### src/rtl/srec_pkg.sv
// ----------------------------------------------------------------------------
// srec_pkg
// Types, character codes and the hex digit decoder for the S-record loader.
// ----------------------------------------------------------------------------
package srec_pkg;

  // Target memory size; write addresses wrap within it
  localparam int unsigned MEMORY_SIZE = 65536;
  localparam logic [15:0] ADDR_MASK   = 16'(MEMORY_SIZE - 1);

  // ASCII codes
  localparam logic [7:0] CH_S   = 8'h53;
  localparam logic [7:0] CH_0   = 8'h30;
  localparam logic [7:0] CH_1   = 8'h31;
  localparam logic [7:0] CH_9   = 8'h39;
  localparam logic [7:0] CH_UA  = 8'h41;
  localparam logic [7:0] CH_UF  = 8'h46;
  localparam logic [7:0] CH_LA  = 8'h61;
  localparam logic [7:0] CH_LF  = 8'h66;

  // Record constants
  localparam logic [7:0] SUM_GOOD = 8'hFF;
  localparam logic [7:0] HDR_LEN  = 8'd3;  // two address bytes plus checksum

  typedef enum logic [2:0] {
    PH_LEAD = 3'd0,
    PH_TYPE = 3'd1,
    PH_LEN  = 3'd2,
    PH_ADDR = 3'd3,
    PH_DATA = 3'd4,
    PH_SUM  = 3'd5,
    PH_DONE = 3'd6,
    PH_SKIP = 3'd7
  } phase_t;

  typedef enum logic [1:0] {
    KIND_S1    = 2'd0,
    KIND_S9    = 2'd1,
    KIND_OTHER = 2'd2
  } kind_t;

  typedef struct packed {
    logic [7:0] text_char;
    logic       line_end;
  } srec_in_t;

  typedef struct packed {
    logic        write_valid;
    logic [15:0] write_address;
    logic [7:0]  write_data;
    logic        record_done;
    logic        record_ok;
    logic [1:0]  record_kind;
    logic        start_valid;
    logic [15:0] start_address;
  } srec_out_t;

  // Input register contents handed to the parser
  typedef struct packed {
    logic     full;
    srec_in_t item;
  } srec_stage_t;

  typedef struct packed {
    logic       bad;
    logic [3:0] val;
  } hex_t;

  // Hex digit decode; a non-hex character reads as zero and flags bad
  function automatic hex_t hex_decode(input logic [7:0] c);
    hex_t h;
    h.bad = 1'b0;
    h.val = 4'd0;
    if (c >= CH_0 && c <= CH_9) begin
      h.val = 4'(c - CH_0);
    end else if (c >= CH_UA && c <= CH_UF) begin
      h.val = 4'(c - CH_UA + 8'd10);
    end else if (c >= CH_LA && c <= CH_LF) begin
      h.val = 4'(c - CH_LA + 8'd10);
    end else begin
      h.bad = 1'b1;
    end
    return h;
  endfunction

endpackage

### src/rtl/srec_in_stage.sv
// ----------------------------------------------------------------------------
// srec_in_stage
// Input register: holds one accepted character until the parser takes it.
// ----------------------------------------------------------------------------
module srec_in_stage (
  input  logic              clk,
  input  logic              rst,
  input  logic              in_valid,
  output logic              in_ready,
  input  srec_pkg::srec_in_t in_item,
  input  logic              advance,
  output srec_pkg::srec_stage_t stage
);
  import srec_pkg::*;

  logic     full;
  srec_in_t item;

  // Free when empty or when the held character moves on this cycle
  assign in_ready = !full || advance;

  always_ff @(posedge clk) begin
    if (rst) begin
      full <= 1'b0;
    end else if (in_valid && in_ready) begin
      full <= 1'b1;
    end else if (advance) begin
      full <= 1'b0;
    end
  end

  always_ff @(posedge clk) begin
    if (in_valid && in_ready) begin
      item <= in_item;
    end
  end

  assign stage.full = full;
  assign stage.item = item;

endmodule

### src/rtl/srec_parse.sv
// ----------------------------------------------------------------------------
// srec_parse
// Record parser: per-character state update and result formation.
// ----------------------------------------------------------------------------
module srec_parse (
  input  logic                  clk,
  input  logic                  rst,
  input  logic                  advance,
  input  srec_pkg::srec_stage_t stage,
  input  logic                  keep_start_address,
  output logic                  res_valid,
  output srec_pkg::srec_out_t   res
);
  import srec_pkg::*;

  // Parser state
  phase_t      phase;
  logic [1:0]  digit_count;
  logic [15:0] acc;
  logic [15:0] cur_addr;
  logic [7:0]  bytes_rem;
  logic [7:0]  run_sum;
  kind_t       rec_type;
  logic        err;

  // Values after this character, before the line-end clear
  phase_t      phase_step;
  logic [1:0]  digit_step;
  logic [15:0] acc_step;
  logic [15:0] addr_step;
  logic [7:0]  rem_step;
  logic [7:0]  sum_step;
  kind_t       type_step;
  logic        err_step;
  logic        wr_step;
  logic [15:0] wr_addr;
  logic [7:0]  wr_data;

  phase_t      phase_next;
  logic [1:0]  digit_count_next;
  logic [15:0] acc_next;
  logic [15:0] cur_addr_next;
  logic [7:0]  bytes_rem_next;
  logic [7:0]  run_sum_next;
  kind_t       rec_type_next;
  logic        err_next;

  logic [7:0]  c;
  logic        line_end;

  assign c        = stage.item.text_char;
  assign line_end = stage.item.line_end;

  // Next state for one character
  always_comb begin
    hex_t        h;
    logic [15:0] acc_sh;
    logic [7:0]  b;
    logic [1:0]  last_digit;
    h          = hex_decode(c);
    acc_sh     = {acc[11:0], h.val};
    b          = acc_sh[7:0];
    last_digit = (phase == PH_ADDR) ? 2'd3 : 2'd1;

    phase_step = phase;
    digit_step = digit_count;
    acc_step   = acc;
    addr_step  = cur_addr;
    rem_step   = bytes_rem;
    sum_step   = run_sum;
    type_step  = rec_type;
    err_step   = err;
    wr_step    = 1'b0;
    wr_addr    = cur_addr & ADDR_MASK;
    wr_data    = b;

    unique case (phase)
      PH_LEAD: begin
        if (c != CH_S) err_step = 1'b1;
        phase_step = PH_TYPE;
      end
      PH_TYPE: begin
        digit_step = 2'd0;
        acc_step   = 16'd0;
        if (c == CH_1) begin
          type_step  = KIND_S1;
          phase_step = PH_LEN;
        end else if (c == CH_9) begin
          type_step  = KIND_S9;
          phase_step = PH_LEN;
        end else begin
          type_step  = KIND_OTHER;
          phase_step = PH_SKIP;
        end
      end
      PH_LEN, PH_ADDR, PH_DATA, PH_SUM: begin
        if (h.bad) err_step = 1'b1;
        if (digit_count < last_digit) begin
          acc_step   = acc_sh;
          digit_step = digit_count + 2'd1;
        end else begin
          acc_step   = 16'd0;
          digit_step = 2'd0;
          unique case (phase)
            PH_LEN: begin
              sum_step = run_sum + b;
              if (rec_type == KIND_S1) begin
                rem_step = (b >= HDR_LEN) ? b - HDR_LEN : 8'd0;
              end else begin
                rem_step = 8'd0;
                if (b != HDR_LEN) err_step = 1'b1;
              end
              phase_step = PH_ADDR;
            end
            PH_ADDR: begin
              addr_step  = acc_sh;
              sum_step   = run_sum + acc_sh[15:8] + b;
              phase_step = (rec_type == KIND_S1 && bytes_rem != 8'd0) ? PH_DATA : PH_SUM;
            end
            PH_DATA: begin
              sum_step  = run_sum + b;
              wr_step   = 1'b1;
              addr_step = cur_addr + 16'd1;
              rem_step  = bytes_rem - 8'd1;
              if (bytes_rem == 8'd1) phase_step = PH_SUM;
            end
            default: begin
              sum_step   = run_sum + b;
              phase_step = PH_DONE;
            end
          endcase
        end
      end
      PH_DONE, PH_SKIP: begin
      end
    endcase
  end

  // Result: status on line end, otherwise a data write if one completed
  always_comb begin
    logic addr_done;
    logic ok;
    addr_done = (type_step == KIND_S9) && (phase_step == PH_SUM || phase_step == PH_DONE);
    if (type_step == KIND_OTHER) begin
      ok = (phase_step == PH_SKIP) && !err_step;
    end else begin
      ok = (phase_step == PH_DONE) && !err_step && (sum_step == SUM_GOOD);
    end

    res       = '0;
    res_valid = 1'b0;
    if (line_end) begin
      res_valid         = 1'b1;
      res.record_done   = 1'b1;
      res.record_ok     = ok;
      res.record_kind   = type_step;
      res.start_valid   = addr_done && !keep_start_address;
      res.start_address = addr_done ? addr_step : 16'd0;
    end else if (wr_step) begin
      res_valid         = 1'b1;
      res.write_valid   = 1'b1;
      res.write_address = wr_addr;
      res.write_data    = wr_data;
    end
  end

  // Line end returns the record state to reset; the address carries over
  always_comb begin
    cur_addr_next = addr_step;
    if (line_end) begin
      phase_next       = PH_LEAD;
      digit_count_next = 2'd0;
      acc_next         = 16'd0;
      bytes_rem_next   = 8'd0;
      run_sum_next     = 8'd0;
      rec_type_next    = KIND_OTHER;
      err_next         = 1'b0;
    end else begin
      phase_next       = phase_step;
      digit_count_next = digit_step;
      acc_next         = acc_step;
      bytes_rem_next   = rem_step;
      run_sum_next     = sum_step;
      rec_type_next    = type_step;
      err_next         = err_step;
    end
  end

  always_ff @(posedge clk) begin
    if (rst) begin
      phase       <= PH_LEAD;
      digit_count <= 2'd0;
      acc         <= 16'd0;
      cur_addr    <= 16'd0;
      bytes_rem   <= 8'd0;
      run_sum     <= 8'd0;
      rec_type    <= KIND_OTHER;
      err         <= 1'b0;
    end else if (advance) begin
      phase       <= phase_next;
      digit_count <= digit_count_next;
      acc         <= acc_next;
      cur_addr    <= cur_addr_next;
      bytes_rem   <= bytes_rem_next;
      run_sum     <= run_sum_next;
      rec_type    <= rec_type_next;
      err         <= err_next;
    end
  end

endmodule

### src/rtl/srec_out_stage.sv
// ----------------------------------------------------------------------------
// srec_out_stage
// Result register: holds one result until the consumer takes it.
// ----------------------------------------------------------------------------
module srec_out_stage (
  input  logic                clk,
  input  logic                rst,
  input  logic                advance,
  input  logic                res_valid,
  input  srec_pkg::srec_out_t res,
  output logic                space,
  output logic                out_valid,
  input  logic                out_ready,
  output srec_pkg::srec_out_t out_item
);
  import srec_pkg::*;

  logic      full;
  srec_out_t held;
  logic      load;

  // Room for a new result when empty or draining this cycle
  assign space = !full || out_ready;
  assign load  = advance && res_valid;

  always_ff @(posedge clk) begin
    if (rst) begin
      full <= 1'b0;
    end else if (load) begin
      full <= 1'b1;
    end else if (out_ready) begin
      full <= 1'b0;
    end
  end

  always_ff @(posedge clk) begin
    if (load) begin
      held <= res;
    end
  end

  assign out_valid = full;
  assign out_item  = held;

endmodule

### src/rtl/srecord_s1_s9_loader.sv
// ----------------------------------------------------------------------------
// srecord_s1_s9_loader
// A character's result goes from the input register through the parser into
// the result register, where the consumer takes it.
// Throughput: one character per cycle while the result register has room;
// the parser updates all record state in a single pass between the input
// register and the result register. Reset (rst, synchronous): parser back to
// "expect S", address 0, keep_start_address 0, both registers empty.
// ----------------------------------------------------------------------------
module srecord_s1_s9_loader (
  input  logic                clk,
  input  logic                rst,
  input  logic                in_valid,
  output logic                in_ready,
  input  srec_pkg::srec_in_t  in_item,
  output logic                out_valid,
  input  logic                out_ready,
  output srec_pkg::srec_out_t out_item,
  input  logic                cfg_valid,
  output logic                cfg_ready,
  input  logic                cfg_data
);
  import srec_pkg::*;

  srec_stage_t stage;
  srec_out_t   res;
  logic        res_valid;
  logic        space;
  logic        advance;
  logic        keep_start_address;

  // Configuration register, always writable
  assign cfg_ready = 1'b1;

  always_ff @(posedge clk) begin
    if (rst) begin
      keep_start_address <= 1'b0;
    end else if (cfg_valid && cfg_ready) begin
      keep_start_address <= cfg_data;
    end
  end

  // A held character is parsed when the result register has room
  assign advance = stage.full && space;

  srec_in_stage u_in (
    .clk      (clk),
    .rst      (rst),
    .in_valid (in_valid),
    .in_ready (in_ready),
    .in_item  (in_item),
    .advance  (advance),
    .stage    (stage)
  );

  srec_parse u_parse (
    .clk                (clk),
    .rst                (rst),
    .advance            (advance),
    .stage              (stage),
    .keep_start_address (keep_start_address),
    .res_valid          (res_valid),
    .res                (res)
  );

  srec_out_stage u_out (
    .clk       (clk),
    .rst       (rst),
    .advance   (advance),
    .res_valid (res_valid),
    .res       (res),
    .space     (space),
    .out_valid (out_valid),
    .out_ready (out_ready),
    .out_item  (out_item)
  );

endmodule

### config.mk
export PLATFORM = sky130hd
export DESIGN_NAME = srecord_s1_s9_loader
export DESIGN_NICKNAME = d
export VERILOG_FILES = /design/src/rtl/srec_pkg.sv /design/src/rtl/srec_in_stage.sv /design/src/rtl/srec_parse.sv /design/src/rtl/srec_out_stage.sv /design/src/rtl/srecord_s1_s9_loader.sv
export SDC_FILE = /design/constraint.sdc
export NUM_CORES = 1
export LEC_CHECK = 0
export ABC_AREA = 1
export BUFFER_PORTS_ARGS = -buffer_cell sky130_fd_sc_hd__buf_2
export CELL_PAD_IN_SITES_DETAIL_PLACEMENT = 1
export CELL_PAD_IN_SITES_GLOBAL_PLACEMENT = 1
export CORE_MARGIN = 4
export CORE_UTILIZATION = 44
export CTS_CLUSTER_DIAMETER = 80
export DETAILED_ROUTE_END_ITERATION = 8
export HOLD_SLACK_MARGIN = 0.02
export PLACE_DENSITY_LB_ADDON = 0.05
export SYNTH_ARGS = -nofsm -noshare
export SYNTH_HDL_FRONTEND = slang
export SYNTH_SLANG_ARGS = --single-unit
### constraint.sdc
create_clock -name clk -period 4.3 [get_ports clk]
set_input_delay 0.645 -clock clk [delete_from_list [all_inputs] [get_ports clk]]
set_output_delay 0.645 -clock clk [all_outputs]
set_load 0.01 [all_outputs]
==> flow_summary.ini <==
[min_path]
holdPathStages = 1
worst_hold_path_type = primary input to flop

[detailed_routing]
drc_errors = 0
drt-initial-drc-count = 411
wl_per_cell_microns = 18.42
route.vias.total = 6074
detail_route.vias_per_cell = 5.512
ant_nets = 0
dr.pass1.iters = 5
drt-total-wl_mm = 20.29

[synthesis]
synth_enable_flop_cells = 55
netlist-cell-type-count = 47
syn_area_per_cell_sq_um = 7.629
synth_compound_gate_area_share = 0.1368
yosys-mux-area-fraction = 0
netlist_top_cells_count = sky130_fd_sc_hd__nand2_1 (190), sky130_fd_sc_hd__inv_1 (125), sky130_fd_sc_hd__nor2_1 (85)
share_of_the_synthesized_area_in_the_top_cell_type = 0.2514
post_synth_xor_area_fraction = 0.01733
synth_ff_type = sky130_fd_sc_hd__edfxtp_1
synthArstFlopShare = 0
synth_simple_gate_area_share = 0.2585
synthMostInstantiatedCell = sky130_fd_sc_hd__nand2_1
synth_top_family_by_area = simple AND/OR/NAND/NOR gates
yosys_warnings = 0
synth_top_cell_by_area = sky130_fd_sc_hd__edfxtp_1
synth-seq-cells = 110
dominant_cells_by_area_after_synthesis = sky130_fd_sc_hd__edfxtp_1 (25%), sky130_fd_sc_hd__dfxtp_1 (17%), sky130_fd_sc_hd__nand2_1 (11%)
synth_sequential_area_ratio = 0.4190
netlist_area_sq_um = 6569
post_synth_fa_ha_maj_area_fraction = 0.06743
netlist_instances = 861
synth_nets = 906

[power_and_ir_drop]
cellPowerDensity_nw_per_um2 = 308.3
static-leakage-power_nw = 3.199
highest_ir_drop_seen_on_vdd_mv = 0.1698

[placement]
place_worst_setup_slack_ns = 0.2434
placedInstanceArea_sq_um = 7013
finalWeightedCongestion = 0.9783
place.detailed.instances = 1086
io_buffers = 62
post-dp-hpwl_mm = 15.25

[sta]
slew-limit-headroom = 0.3311
achievable-frequency_mhz = 256.2
hold_viol_final = 0
final_setup_vio_count = 0
whs_ns = 0.4517
post-route-worst-setup-slack_ns = 0.3965
period_minus_slack_ns = 3.903
finClkSkew_ns = 0.007894
fin_tns_setup_ns = 0
maxSlewViolCount = 0
worst-slew-pin-transition_ns = 1.001
fin_crit_sh = 0.9078
rsz0062_at_grt = false

[global_route]
grt_pass1_wl_mm = 32.71
globalRoute.totalOverflow = 0
antenna_found_initial = 0
grt_usage = 0.2459
grt_start_max_net_pins = 37
via_count_of_the_first_global_routing_pass = 6499

[cells_and_area]
layout.nets = 958
antenna_fix_cells = 0
final_cell_area_sq_um = 7347
instances_no_fill = 1102
layout-drive-gt1-share = 0.1405
area_growth_syn_to_layout_pct = 11.85

[critical_path]
cp-end-kind = flop
timing.critical_path.fanout_max = 5
critical_path.slowest_cell = sky130_fd_sc_hd__fa_1
worstPathRequired_ns = 4.51
critical_path.startpoint_type = flop
critical_path.max_stage_delay_ns = 0.45
arrival_time_worst_endpoint_ns = 4.11
crit_type = flop to flop
reg2reg_depth = 23
worstPathCellList = inv_1 > ha_1 > nand2_1 > nand3_1 > nand2_1 > o21ai_2 > nand2_2 > fa_1 > inv_1 > ha_1 > inv_1 > fa_1 > inv_1 > a21oi_1 > nand2_1 > nand2_1 > nor2_1 > nor2_1 > a21oi_1 > nand3_1 > nor2_1 > nand3_1 > a21oi_1

[clock_tree]
cts_sinks = 110
tritoncts.num_buffers = 9
cts.root.buffer_cell = sky130_fd_sc_hd__clkbuf_16
clkTransAtPathRegs_ns = 0.08
clk-insertion-delay-late_ns = 0.36
tritoncts = done
clock_path_buffers = 2
clock_tree.htree_level_count = 3

[floorplan]
num_io_pins = 64
placementRows = 44
dieHeight_microns = 130.2
start_util = 0.4503
placeableCoreArea_sq_um = 14590
floorplan_die_width_microns = 130.2
fp.dieArea_sq_um = 16950

[status]
outcome = finished, final reports clean

[flow_run]
cap_violations = 0
==> what timing repair did <==
item | CTS | global route
resized for setup | 0 | 3
endpoints found under the setup margin | 0 | 1
setup buffers | 0 | 0
hold buffers | 0 | 0
==> logic make-up (layout without fill, tap and decap cells) <==
logic type               count (synthesis)  count (layout)
XOR/XNOR                                13              13
flip-flops                             110             110
adder cells (fa/ha/maj)                 30              30
other                                    1               1
buffers and inverters                  163             220
AO/OA/AOI/OAI                          158             158
AND/OR/NAND/NOR                        386             386
==> stage by stage <==
| step | util | power [W] |
|---|---|---|
| finish | 0.5036 | 0.002265 |
| global route | 0.5036 | 0.002349 |
| CTS | 0.5032 | 0.002280 |
| detailed placement | 0.4807 | 0.001348 |
| global placement | 0.4807 | 0.001338 |
| floorplan | - | 0.001283 |
==> critical path: cells and delay by family (launching register included) <==
kind	cells	cell delay (ns)
flip-flops	1	0.42
adder cells (fa/ha/maj)	4	1.26
AND/OR/NAND/NOR	11	1.09
buffers and inverters	4	0.35
AO/OA/AOI/OAI	4	0.63
==> power breakdown <==
part | total, W | switching [W] | leakage (nW) | internal, W
Combinational | 0.000179 | 0.000126 | 2.07 | 0.0000528
Sequential | 0.00115 | 0.0000219 | 0.968 | 0.00112
Clock | 0.000939 | 0.000418 | 0.163 | 0.000521
Total | 0.00227 | 0.000567 | 3.20 | 0.00170
==> layout make-up <==
class                   count  area [sq um]
well taps                 184         230.2
clock buffers               9         225.2
flip-flops and latches    110          2753
clock inverters             7         102.6
repair buffers             70         370.4
fillers                  1845          7242
multi-input cells         588          3163
inverters                 134         503.0
==> worst paths after layout <==
path | startpoint | end | slack, ns
worst min register to register | u_parse.bytes_rem[6] | u_parse.bytes_rem[6] | 0.50
worst max register to register | u_in.stage[2] | u_out.out_item[19] | 0.40
worst max-delay path | u_in.stage[2] | u_out.out_item[19] | 0.40
worst min-delay path | in_item[1] | u_in.stage[1] | 0.45
==> state kept, by name (all words and copies together), names as in the netlist <==
name and flops:
u_in.stage 9, u_in.full 1, u_parse.run_sum 8, u_out.out_valid 1, u_parse.phase 3, u_parse.rec_type 2
keep_start_address 1, u_parse.err 1, u_parse.cur_addr 16, u_parse.digit_count 2, u_out.out_item 46, u_parse.acc 12
u_parse.bytes_rem 8
==> placed cells by master (no fill, tap or decap), types with 10 or more instances in the layout <==
cell type / n
sky130_fd_sc_hd__nor2_2: 13
sky130_fd_sc_hd__nand3_1: 50
sky130_fd_sc_hd__buf_2: 62
sky130_fd_sc_hd__inv_1: 124
sky130_fd_sc_hd__nand4_1: 16
sky130_fd_sc_hd__edfxtp_1: 55
sky130_fd_sc_hd__dfxtp_1: 55
sky130_fd_sc_hd__nand2_1: 189
sky130_fd_sc_hd__o22ai_1: 10
sky130_fd_sc_hd__o21ai_0: 43
sky130_fd_sc_hd__nor2_1: 85
sky130_fd_sc_hd__nor3_1: 11
sky130_fd_sc_hd__a21oi_1: 70
sky130_fd_sc_hd__ha_1: 21
sky130_fd_sc_hd__a22oi_1: 12
==> routing by layer <==
layer,routed length [microns],global-route usage,up-vias
met1,9025,0.3135,2984
met5,0,0,-
met2,10150,0.4330,140
met3,721,0.03602,33
met4,401,0.07090,0
li1,-,-,2917
Power figures use the tool's default switching activity.
